==> src/rtl/urlencoded_form_field_extractor_defines.svh <==
// ----------------------------------------------------------------------------
// Assertion macros for the urlencoded form field extractor
// Shared concurrent assertion forms, clocked on clk_i, off during reset
// ----------------------------------------------------------------------------
`ifndef URLENCODED_FORM_FIELD_EXTRACTOR_DEFINES_SVH
`define URLENCODED_FORM_FIELD_EXTRACTOR_DEFINES_SVH

// property that must hold at every edge out of reset
`define UFE_ASSERT(lbl, prop, msg) \
  lbl: assert property (@(posedge clk_i) disable iff (!rst_ni) (prop)) else $error(msg);

// condition at one edge implies a consequence at the next edge
`define UFE_ASSERT_NEXT(lbl, pre, post, msg) \
  lbl: assert property (@(posedge clk_i) disable iff (!rst_ni) (pre) |=> (post)) \
    else $error(msg);

`endif

==> src/rtl/ufe_pkg.sv <==
// ----------------------------------------------------------------------------
// ufe_pkg
// Types and constants of the urlencoded form field extractor
// ----------------------------------------------------------------------------
`default_nettype none

package ufe_pkg;

  // limits
  localparam int unsigned MAX_KEY_CHARS = 8;
  localparam int unsigned MAX_CAPACITY  = 256;
  localparam int unsigned CAP_W         = 9;
  localparam int unsigned KLEN_W        = 4;
  localparam int unsigned KEY_W         = 64;

  // characters
  localparam logic [7:0] CH_NUL   = 8'h00;
  localparam logic [7:0] CH_AMP   = 8'h26;
  localparam logic [7:0] CH_EQ    = 8'h3D;
  localparam logic [7:0] CH_PLUS  = 8'h2B;
  localparam logic [7:0] CH_MINUS = 8'h2D;
  localparam logic [7:0] CH_PCT   = 8'h25;
  localparam logic [7:0] CH_SPACE = 8'h20;
  localparam logic [7:0] CH_TAB   = 8'h09;
  localparam logic [7:0] CH_CR    = 8'h0D;

  // configuration register indexes
  typedef enum logic [1:0] {
    CFG_KEY_BYTES      = 2'd0,
    CFG_KEY_LENGTH     = 2'd1,
    CFG_VALUE_CAPACITY = 2'd2
  } cfg_reg_e;

  // lookup phase
  typedef enum logic [1:0] {
    PH_MATCH = 2'd0,
    PH_SKIP  = 2'd1,
    PH_VALUE = 2'd2,
    PH_DONE  = 2'd3
  } phase_e;

  // input item
  typedef struct packed {
    logic [7:0] body_byte;
    logic       body_end;
  } in_item_t;

  // result item
  typedef struct packed {
    logic [7:0] value_byte;
    logic       value_valid;
    logic       key_found;
    logic       lookup_done;
    logic       run_last;
  } out_item_t;

  // working state of one byte step
  typedef struct packed {
    phase_e          phase;
    logic [3:0]      kp;
    logic [7:0]      ec;
    logic [1:0]      pc;
    logic [7:0]      pch;
    logic [1:0]      n;
    out_item_t [1:0] res;
  } step_t;

endpackage

`default_nettype wire

==> src/rtl/urlencoded_form_field_extractor.sv <==
// ----------------------------------------------------------------------------
// urlencoded_form_field_extractor
// Finds the first form segment "key=" and streams out its percent-decoded
// value, then reports found or not found once per body.
// ----------------------------------------------------------------------------
// A result is offered in the cycle after its byte transfer.
// Throughput: one byte per cycle while each byte gives at most one result
// and the sink is ready; a byte with two results holds the input until the
// two-entry result buffer, draining one result per cycle, is down to one.
// Reset (rst_ni low, asynchronous): registers to defaults (capacity 256),
// phase back to key matching, counters cleared, result buffer emptied.
`default_nettype none

`include "urlencoded_form_field_extractor_defines.svh"

module urlencoded_form_field_extractor (
  input  wire logic                           clk_i,
  input  wire logic                           rst_ni,
  input  wire logic                           cfg_we_i,
  input  wire logic [1:0]                     cfg_addr_i,
  input  wire logic [ufe_pkg::KEY_W-1:0]      cfg_wdata_i,
  input  wire logic                           in_valid_i,
  output logic                                in_ready_o,
  input  wire ufe_pkg::in_item_t              in_data_i,
  output logic                                out_valid_o,
  input  wire logic                           out_ready_i,
  output ufe_pkg::out_item_t                  out_data_o
);

  // configuration
  logic [ufe_pkg::KEY_W-1:0]  key_bytes_q;
  logic [ufe_pkg::KLEN_W-1:0] key_len_q;
  logic [ufe_pkg::CAP_W-1:0]  cap_q;

  // lookup state
  ufe_pkg::phase_e phase_q, phase_d;
  logic [3:0]      kp_q, kp_d;
  logic [7:0]      ec_q, ec_d;
  logic [1:0]      pc_q, pc_d;
  logic [7:0]      pch_q, pch_d;

  // result buffer
  ufe_pkg::out_item_t [1:0] slot_q, slot_d;
  logic [1:0]               count_q, count_d;

  logic                     in_xfer, out_xfer;
  logic [ufe_pkg::CAP_W-1:0] cap_eff;
  logic [3:0]               klim, kl;
  logic [7:0]               key_ch;
  ufe_pkg::step_t           st;

  // ------------------------------------------------------------------
  // decode helpers
  // ------------------------------------------------------------------
  function automatic logic [4:0] hex_val(logic [7:0] c);
    logic [4:0] v;
    v = 5'd0;
    if (c >= 8'h30 && c <= 8'h39) v = {1'b1, 4'(c - 8'h30)};
    else if (c >= 8'h61 && c <= 8'h66) v = {1'b1, 4'(c - 8'h57)};
    else if (c >= 8'h41 && c <= 8'h46) v = {1'b1, 4'(c - 8'h37)};
    return v;
  endfunction

  function automatic logic [7:0] decode_pair(logic [7:0] a, logic [7:0] b);
    logic [4:0] da;
    logic [4:0] db;
    logic [7:0] r;
    da = hex_val(a);
    db = hex_val(b);
    r  = 8'h00;
    if (da[4]) begin
      r = db[4] ? {da[3:0], db[3:0]} : {4'h0, da[3:0]};
    end else if (a == ufe_pkg::CH_SPACE || (a >= ufe_pkg::CH_TAB && a <= ufe_pkg::CH_CR)
                 || a == ufe_pkg::CH_PLUS) begin
      r = db[4] ? {4'h0, db[3:0]} : 8'h00;
    end else if (a == ufe_pkg::CH_MINUS) begin
      r = db[4] ? (8'h00 - {4'h0, db[3:0]}) : 8'h00;
    end
    return r;
  endfunction

  // ------------------------------------------------------------------
  // step helpers
  // ------------------------------------------------------------------
  function automatic ufe_pkg::step_t push(ufe_pkg::step_t s, logic [7:0] b, logic v);
    ufe_pkg::step_t r;
    r = s;
    if (r.n < 2'd2) begin
      r.res[r.n[0]].value_byte  = b;
      r.res[r.n[0]].value_valid = v;
      r.res[r.n[0]].key_found   = 1'b0;
      r.res[r.n[0]].lookup_done = 1'b0;
      r.res[r.n[0]].run_last    = 1'b0;
      r.n = r.n + 2'd1;
    end
    return r;
  endfunction

  // done report rides on the last result, or stands alone
  function automatic ufe_pkg::step_t finish(ufe_pkg::step_t s, logic found);
    ufe_pkg::step_t r;
    r = s;
    if (r.n == 2'd0) r = push(r, ufe_pkg::CH_NUL, 1'b0);
    r.res[r.n[1]].key_found   = found;
    r.res[r.n[1]].lookup_done = 1'b1;
    r.phase = ufe_pkg::PH_DONE;
    r.pc    = 2'd0;
    return r;
  endfunction

  function automatic ufe_pkg::step_t emit(ufe_pkg::step_t s, logic [7:0] b,
                                          logic [ufe_pkg::CAP_W-1:0] cap);
    ufe_pkg::step_t r;
    r = push(s, b, 1'b1);
    r.ec = r.ec + 8'd1;
    if ({1'b0, r.ec} + 9'd1 >= cap) r = finish(r, 1'b1);
    return r;
  endfunction

  function automatic ufe_pkg::step_t value_char(ufe_pkg::step_t s, logic [7:0] c,
                                                logic [ufe_pkg::CAP_W-1:0] cap);
    ufe_pkg::step_t r;
    r = s;
    if (c == ufe_pkg::CH_AMP) r = finish(r, 1'b1);
    else if (c == ufe_pkg::CH_PLUS) r = emit(r, ufe_pkg::CH_SPACE, cap);
    else if (c == ufe_pkg::CH_PCT) r.pc = 2'd1;
    else r = emit(r, c, cap);
    return r;
  endfunction

  // end of text: flush a cut-short escape, then report
  function automatic ufe_pkg::step_t terminate(ufe_pkg::step_t s,
                                               logic [ufe_pkg::CAP_W-1:0] cap);
    ufe_pkg::step_t r;
    logic [1:0]     had;
    r = s;
    if (r.phase == ufe_pkg::PH_VALUE) begin
      if (r.pc != 2'd0) begin
        had  = r.pc;
        r.pc = 2'd0;
        r    = emit(r, ufe_pkg::CH_PCT, cap);
        if (had == 2'd2 && r.phase == ufe_pkg::PH_VALUE) r = value_char(r, r.pch, cap);
        // the held character was itself a percent sign
        if (r.phase == ufe_pkg::PH_VALUE && r.pc != 2'd0) begin
          r.pc = 2'd0;
          r    = emit(r, ufe_pkg::CH_PCT, cap);
        end
      end
      if (r.phase == ufe_pkg::PH_VALUE) r = finish(r, 1'b1);
    end else if (r.phase != ufe_pkg::PH_DONE) begin
      r = finish(r, 1'b0);
    end
    return r;
  endfunction

  function automatic ufe_pkg::step_t match_byte(ufe_pkg::step_t s, logic [7:0] c,
                                                logic [3:0] klen, logic [7:0] kc,
                                                logic [ufe_pkg::CAP_W-1:0] cap);
    ufe_pkg::step_t r;
    r = s;
    if (c == ufe_pkg::CH_AMP) begin
      r.phase = ufe_pkg::PH_MATCH;
      r.kp    = 4'd0;
    end else if (r.phase == ufe_pkg::PH_SKIP) begin
      r.phase = ufe_pkg::PH_SKIP;
    end else if (r.kp < klen) begin
      if (c == kc) r.kp = r.kp + 4'd1;
      else r.phase = ufe_pkg::PH_SKIP;
    end else if (c == ufe_pkg::CH_EQ) begin
      r.phase = ufe_pkg::PH_VALUE;
      r.ec    = 8'd0;
      r.pc    = 2'd0;
      if (cap <= 9'd1) r = finish(r, 1'b1);
    end else begin
      r.phase = ufe_pkg::PH_SKIP;
    end
    return r;
  endfunction

  // ------------------------------------------------------------------
  // effective key length and capacity
  // ------------------------------------------------------------------
  always_comb begin
    klim = (key_len_q > 4'(ufe_pkg::MAX_KEY_CHARS)) ? 4'(ufe_pkg::MAX_KEY_CHARS) : key_len_q;
    kl   = klim;
    for (int i = ufe_pkg::MAX_KEY_CHARS - 1; i >= 0; i--) begin
      if (4'(i) < klim && key_bytes_q[i*8 +: 8] == ufe_pkg::CH_NUL) kl = 4'(i);
    end
  end

  assign cap_eff = (cap_q == '0) ? 9'd1 :
                   (cap_q > 9'(ufe_pkg::MAX_CAPACITY)) ? 9'(ufe_pkg::MAX_CAPACITY) : cap_q;

  assign key_ch = key_bytes_q[{kp_q[2:0], 3'b000} +: 8];

  // ------------------------------------------------------------------
  // one byte step
  // ------------------------------------------------------------------
  always_comb begin
    st       = '0;
    st.phase = phase_q;
    st.kp    = kp_q;
    st.ec    = ec_q;
    st.pc    = pc_q;
    st.pch   = pch_q;
    if (in_data_i.body_byte == ufe_pkg::CH_NUL) begin
      st = terminate(st, cap_eff);
    end else if (phase_q == ufe_pkg::PH_MATCH || phase_q == ufe_pkg::PH_SKIP) begin
      st = match_byte(st, in_data_i.body_byte, kl, key_ch, cap_eff);
    end else if (phase_q == ufe_pkg::PH_VALUE) begin
      if (pc_q == 2'd1) begin
        st.pch = in_data_i.body_byte;
        st.pc  = 2'd2;
      end else if (pc_q == 2'd2) begin
        st.pc = 2'd0;
        st    = emit(st, decode_pair(pch_q, in_data_i.body_byte), cap_eff);
      end else begin
        st = value_char(st, in_data_i.body_byte, cap_eff);
      end
    end
    if (in_data_i.body_end) st = terminate(st, cap_eff);
    if (st.n != 2'd0) st.res[st.n[1]].run_last = 1'b1;
  end

  // next lookup state
  always_comb begin
    phase_d = phase_q;
    kp_d    = kp_q;
    ec_d    = ec_q;
    pc_d    = pc_q;
    pch_d   = pch_q;
    if (in_xfer) begin
      if (in_data_i.body_end) begin
        phase_d = ufe_pkg::PH_MATCH;
        kp_d    = 4'd0;
        ec_d    = 8'd0;
        pc_d    = 2'd0;
        pch_d   = 8'd0;
      end else begin
        phase_d = st.phase;
        kp_d    = st.kp;
        ec_d    = st.ec;
        pc_d    = st.pc;
        pch_d   = st.pch;
      end
    end
  end

  // ------------------------------------------------------------------
  // result buffer: filled only when it drains empty this cycle
  // ------------------------------------------------------------------
  assign in_ready_o  = (count_q == 2'd0) || (count_q == 2'd1 && out_ready_i);
  assign in_xfer     = in_valid_i && in_ready_o;
  assign out_valid_o = (count_q != 2'd0);
  assign out_xfer    = out_valid_o && out_ready_i;
  assign out_data_o  = slot_q[0];

  always_comb begin
    slot_d  = slot_q;
    count_d = count_q;
    if (in_xfer) begin
      slot_d  = st.res;
      count_d = st.n;
    end else if (out_xfer) begin
      slot_d[0] = slot_q[1];
      count_d   = count_q - 2'd1;
    end
  end

  // ------------------------------------------------------------------
  // registers
  // ------------------------------------------------------------------
  always_ff @(posedge clk_i or negedge rst_ni) begin
    if (!rst_ni) begin
      key_bytes_q <= '0;
      key_len_q   <= '0;
      cap_q       <= 9'(ufe_pkg::MAX_CAPACITY);
    end else if (cfg_we_i) begin
      unique case (cfg_addr_i)
        ufe_pkg::CFG_KEY_BYTES:      key_bytes_q <= cfg_wdata_i;
        ufe_pkg::CFG_KEY_LENGTH:     key_len_q   <= cfg_wdata_i[ufe_pkg::KLEN_W-1:0];
        ufe_pkg::CFG_VALUE_CAPACITY: cap_q       <= cfg_wdata_i[ufe_pkg::CAP_W-1:0];
        default: ;
      endcase
    end
  end

  always_ff @(posedge clk_i or negedge rst_ni) begin
    if (!rst_ni) begin
      phase_q <= ufe_pkg::PH_MATCH;
      kp_q    <= '0;
      ec_q    <= '0;
      pc_q    <= '0;
      pch_q   <= '0;
      count_q <= '0;
    end else begin
      phase_q <= phase_d;
      kp_q    <= kp_d;
      ec_q    <= ec_d;
      pc_q    <= pc_d;
      pch_q   <= pch_d;
      count_q <= count_d;
    end
  end

  // payload, no reset
  always_ff @(posedge clk_i) begin
    slot_q <= slot_d;
  end

  // ------------------------------------------------------------------
  // assertions
  // ------------------------------------------------------------------
  `UFE_ASSERT(a_full_blocks_input, (count_q != 2'd2) || !in_ready_o,
              "input ready while result buffer is full")
  `UFE_ASSERT(a_no_escape_outside_value, (phase_q == ufe_pkg::PH_VALUE) || (pc_q == 2'd0),
              "escape pending outside the value phase")
  `UFE_ASSERT_NEXT(a_body_end_resets, in_xfer && in_data_i.body_end,
                   phase_q == ufe_pkg::PH_MATCH && kp_q == 4'd0 && ec_q == 8'd0
                   && pc_q == 2'd0, "state not cleared after body end")
  `UFE_ASSERT_NEXT(a_open_lookup_reports, in_xfer && in_data_i.body_end
                   && phase_q != ufe_pkg::PH_DONE, out_valid_o,
                   "open lookup ended without a result")

endmodule

`default_nettype wire
==> config.mk <==
export PLATFORM = sky130hd
export DESIGN_NAME = urlencoded_form_field_extractor
export DESIGN_NICKNAME = d
export VERILOG_FILES = /design/src/rtl/ufe_pkg.sv /design/src/rtl/urlencoded_form_field_extractor.sv
export VERILOG_INCLUDE_DIRS = /design/src /design/src/rtl
export SDC_FILE = /design/constraint.sdc
export NUM_CORES = 1
export LEC_CHECK = 0
export BUFFER_PORTS_ARGS = -buffer_cell sky130_fd_sc_hd__buf_4
export CORE_MARGIN = 1
export CORE_UTILIZATION = 40
export DETAILED_ROUTE_END_ITERATION = 8
export PLACE_DENSITY = 0.64
export SYNTH_ARGS = -nofsm -noshare
export SYNTH_HDL_FRONTEND = slang
export SYNTH_SLANG_ARGS = --single-unit
==> constraint.sdc <==
create_clock -name clk_i -period 10.1 [get_ports clk_i]
set_input_delay 1.01 -clock clk_i [delete_from_list [all_inputs] [get_ports clk_i]]
set_output_delay 1.01 -clock clk_i [all_outputs]
set_load 0.01 [all_outputs]
Yosys cells after proc, flatten, opt, wreduce, memory -nomap -nowiden
Cells that the tools add are included.
- memories: 0
- memory bits (read-only): 0
- memory bits (writable): 0
- flip-flop bits (word level): 127
- logic and storage cells: 1081
- bits in latches: 0
- bits of input ports: 80
- reductions and logical operators: 103
- add/subtract/negate cells: 39
- muxes and demuxes: 762
- equal/unequal tests: 31
- shift operators: 1
- divide/modulo/power cells: 0
- $mul: 0
- magnitude comparators: 126
- bitwise gates (word level): 0
- operator list (operator ; count):
    48-bit two-way mux ; 108
    24-bit bitwise mux ; 154
    50-bit two-way mux ; 56
    26-bit two-way mux ; 77
    12-bit demux with 1-bit select ; 129
    12-bit two-way mux ; 43
    2-bit two-way mux ; 70
    4-bit two-way mux ; 30
    3-bit two-way mux ; 37
    8-bit by 6-bit equality test with 1-bit output, second input constant ; 13
    34-bit two-way mux ; 3
    44-bit two-way mux ; 2
    5-bit two-way mux ; 16
    1-bit by 2-bit < comparator with 1-bit output, second input constant ; 38
    8-bit logical NOT ; 9
    64-bit by 7-bit variable part select with 8-bit output ; 1
    1-bit logical AND ; 60
    14-bit two-way mux ; 4
    8-bit two-way mux ; 7
    8-bit by 1-bit adder with 9-bit output, second input constant ; 6
    9-bit greater-or-equal comparator ; 6
    49-bit two-way mux ; 1
    8-bit by 1-bit adder with 8-bit output, second input constant ; 6
    1-bit greater-or-equal comparator, second input constant ; 38
    34 further kinds ; 148

Logic depth before layout (Yosys ltp)
- depth after elaboration: 302
- depth in mapped cells: 58
- mapped depth without buffers: 55

Worst setup path after synthesis
No wires, ideal clock.
- path type: register to register
- from: register ec_q[0]
- to: register slot_q (netlist bit out_data_o[10]), data pin
- period minus slack after synthesis: 10.866 ns
- path buffers: 4
- arrival time: 10.605 ns
- setup slack: -0.766 ns
- cell stages (with the launch flop): 55
- path through: dfrtp_1 -> buf_2 -> clkinv_1 -> ha_1 -> clkbuf_1 -> nor4_1 -> xnor2_1 -> ha_1 -> and4_1 -> o21ai_0 -> o211a_1 -> buf_2 -> o211ai_2 -> clkbuf_1 -> nor2_1 -> xnor2_1 -> ha_1 -> nand2_1 -> (+19 left out) -> xnor2_1 -> ha_1 -> and2_1 -> xnor3_1 -> and3_1 -> o211ai_2 -> xor2_1 -> ha_1 -> a21o_1 -> a21oi_1 -> o21ai_0 -> a221oi_1 -> o2111ai_1 -> a21oi_2 -> nor2_1 -> or2_0 -> a221oi_1 -> nor2_1
- RTL lines (element ; RTL line ; source):
    start: declaration ; urlencoded_form_field_extractor.sv:38 ; logic [7:0] ec_q, ec_d;
    start signal: assignment ; urlencoded_form_field_extractor.sv:292 ; ec_q <= '0;
    start signal: assignment ; urlencoded_form_field_extractor.sv:299 ; ec_q <= ec_d;
    end signal: assignment ; urlencoded_form_field_extractor.sv:308 ; slot_q <= slot_d;
    end: declaration ; urlencoded_form_field_extractor.sv:43 ; ufe_pkg::out_item_t [1:0] slot_q, slot_d;

==> flow_metrics.env <==
export IMPL_status="completed"
export IMPL_die_area_um2=28540
export IMPL_async_reset_ff_frac=0.8110
export IMPL_io_pins=94
export IMPL_ys_types=105
export IMPL_synth_top_family_by_area="compound AO/OA/AOI/OAI gates"
export IMPL_area_growth_pct=26.71
export IMPL_setup_tns_ps=0
export IMPL_wl_um=35220
export IMPL_power_mw=2.310
export IMPL_grt_max_degree=67
export IMPL_htree_levels=4
export IMPL_clk_latency_ps=420
export IMPL_placedCellCount=1749
export IMPL_post_route_util=0.5198
export IMPL_fin_crit_ps=10040
export IMPL_yosys_area_share_simple=0.1944
export IMPL_p_per_area_nw_per_um2=163.5
export IMPL_fin_skew_ps=11.90
export IMPL_antenna_cells=0
export IMPL_grt_pass1_vias=9982
export IMPL_rows=60
export IMPL_tightestPinTransition_ps=840.4
export IMPL_coreArea_um2=27180
export IMPL_syn_nets=1389
export IMPL_critPathKind="reg2reg"
export IMPL_arrival_ps=10220
export IMPL_stdcell_area_um2=14130
export IMPL_routabilityCongestion=0.9606
export IMPL_cts_buffers_inserted=17
export IMPL_leakagePower_nw=5.778
export IMPL_cp_common_cell="xnor2_2"
export IMPL_crit_slowest_cell="dfrtp_2"
export IMPL_synth_ff_type="dfrtp_1"
export IMPL_synth_edf_count=24
export IMPL_grtUsageTotal=0.2439
export IMPL_syn_inst=1239
export IMPL_max_slew_margin=0.4397
export IMPL_synth_mux_area_frac=0.1244
export IMPL_postSynthAreaPerCell_um2=8.998
export IMPL_drcViolationCount=0
export IMPL_setup_viol=0
export IMPL_portBuffers=93
export IMPL_maxCapViolCount=0
export IMPL_fmaxAchievable_mhz=99.59
export IMPL_synth_area_um2=11150
export IMPL_cts_buffer_depth=2
export IMPL_final_max_slew_viol_count=0
export IMPL_via_count=10552
export IMPL_required_ps=10270
export IMPL_die_w_um=168.9
export IMPL_highest_layer="met4"
export IMPL_yosys_area_share_xor_xnor=0.05724
export IMPL_routed_via_density=5.846
export IMPL_rsz0062_at_grt="true"
export IMPL_initial_core_util=0.4102
export IMPL_hold_viol_final=0
export IMPL_grt_pass1_wl_um=54780
export IMPL_critical_path_max_fanout=7
export IMPL_ys_seq_area_frac=0.2960
export IMPL_met1Wirelength_um=15440
export IMPL_wl_met3_um=2131
export IMPL_hold_worst_slack_ps=501.7
export IMPL_first_pass_iters=7
export IMPL_vdd_ir_drop_max_uv=102.0
export IMPL_setup_ws_ps=58.81
export IMPL_cp_end_kind="flip-flop"
export IMPL_synthAdderAreaFrac=0.07856
export IMPL_postPlaceCellArea_um2=12970
export IMPL_finalCritPeriodShare=0.9942
export IMPL_wire_per_inst_um=19.51
export IMPL_pre_cts_ws_ps=-280.0
export IMPL_met2RoutedLength_um=16820
export IMPL_die_height_um=168.9
export IMPL_ant_nets=0
export IMPL_start_kind="flip-flop"
export IMPL_cts_tree="done"
export IMPL_grt_overflow_total=0
export IMPL_yosys_warnings=0
export IMPL_root_buffer="clkbuf_16"
export IMPL_dp_hpwl_um=26580
export IMPL_antenna_found_initial=0
export IMPL_slowest_delay_ps=460
export IMPL_hp_class="reg2reg"
export IMPL_synth_compound_area_frac=0.2027
export IMPL_stdcell_count=1805
export IMPL_drt_iter0_drc=684
export IMPL_clkTransAtPathRegs_ps=70
export IMPL_drive_gt1_frac=0.3517
export IMPL_fin_nets=1570
export IMPL_synth_seq_cells=127
export IMPL_cts_sinks=127
==> flip-flops by register name, summed over array words and instances (netlist names) <==
name	flops
cap_q	9
count_q	2
ec_q	8
key_bytes_q	64
key_len_q	4
kp_q	4
out_data_o	12
pc_q	2
pch_q	8
phase_q	2
slot_q	12
==> kinds of logic after synthesis <==
family / count (synthesis)
AOI/OAI and AO/OA: 317
xor gates and xnor gates: 64
adders and majority gates: 70
buffers and inverters: 118
DFF: 127
muxes: 117
and+or+nand+nor: 426
==> layout make-up <==
cell class              instances  area (um^2)
fillers                      2537        13050
flip-flops and latches        127         3306
inverters                      46        177.7
well taps                     372        465.4
clock buffers                  17        425.4
multi-input cells             994         7824
clock inverters                15        145.1
repair buffers                234         1783
==> synth_stat cells, types with 26 or more instances <==
library cell    n  area, um^2
xnor2_1        38       332.8
o21ai_0        72       360.4
nor4_1         26       162.7
dfrtp_1       102        2552
clkbuf_1       37       138.9
nand3_1        28       140.1
inv_1          43       161.4
ha_1           70       875.8
nor3_1         31       155.2
mux2_2         88       991.0
nand2_1       127       476.7
a21oi_1        51       255.2
nor2_1         99       371.6
==> power breakdown <==
part	switching [mW]	internal, mW
Sequential	0.0876	0.638
Combinational	0.511	0.454
Clock	0.291	0.328
Total	0.890	1.42
==> cells in the final DEF (no fill, tap or decap), types with 8 or more instances in the layout <==
master     count
nor3_2        10
buf_4        227
and3_1        12
xnor2_1       28
a21oi_1       47
clkbuf_16     17
o21ai_0       62
edfxtp_1      24
nor2b_1        9
xor2_1        17
o21a_1        10
a21oi_2        8
nand3_1       27
nand2_1      123
a22o_1        11
o31ai_1        8
nand4_1        9
dfrtp_1       97
ha_1          59
nor4_1        25
inv_1         39
nor2_1        93
mux4_2         8
a31oi_1       11
mux2i_1       20
nor3_1        24
o22ai_1       16
xnor2_2       14
o211ai_1      21
nand2b_1      19
or2_2          8
o21ai_2        9
a21o_1        14
mux2_2        88
==> routing by layer <==
metal / GRT usage / vias to the layer above
met5: 0 / -
met4: 0.07075 / 0
met1: 0.3209 / 5137
met2: 0.4125 / 390
li1: - / 4964
met3: 0.03764 / 61
==> what timing repair did <==
action,CTS,global route
gates resized for setup,13,76
hold buffers,0,0
pin swaps,13,51
buffers inserted,5,19
setup endpoints to repair,9,12
==> final timing paths <==
| path | slack, ps | to | cells past startpoint | from |
|---|---|---|---|---|
| setup / recovery | 60 | out_data_o[8]$_DFFE_PP_ | 56 | ec_q[1]$_DFFE_PN0P_ |
| hold reg to reg | 500 | kp_q[3]$_DFFE_PN0P_ | 1 | kp_q[3]$_DFFE_PN0P_ |
| setup reg to reg | 60 | out_data_o[8]$_DFFE_PP_ | 56 | ec_q[1]$_DFFE_PN0P_ |
| hold / removal | 500 | kp_q[3]$_DFFE_PN0P_ | 1 | kp_q[3]$_DFFE_PN0P_ |
| min in group asynchronous | 570 | key_bytes_q[63]$_DFFE_PN0P_ | 1 | rst_ni |
| max in group asynchronous | 8190 | ec_q[4]$_DFFE_PN0P_ | 2 | rst_ni |
==> worst max-delay path: cells and delay by family, from the launching register on <==
family / cells / cell delay [ps]
fa+ha+maj: 7 / 1500
compound gates: 21 / 3810
flops: 1 / 460
xor+xnor: 7 / 1090
buf+inv: 5 / 540
simple gates: 16 / 2410
No activity file was read; power rests on OpenSTA's default activity.
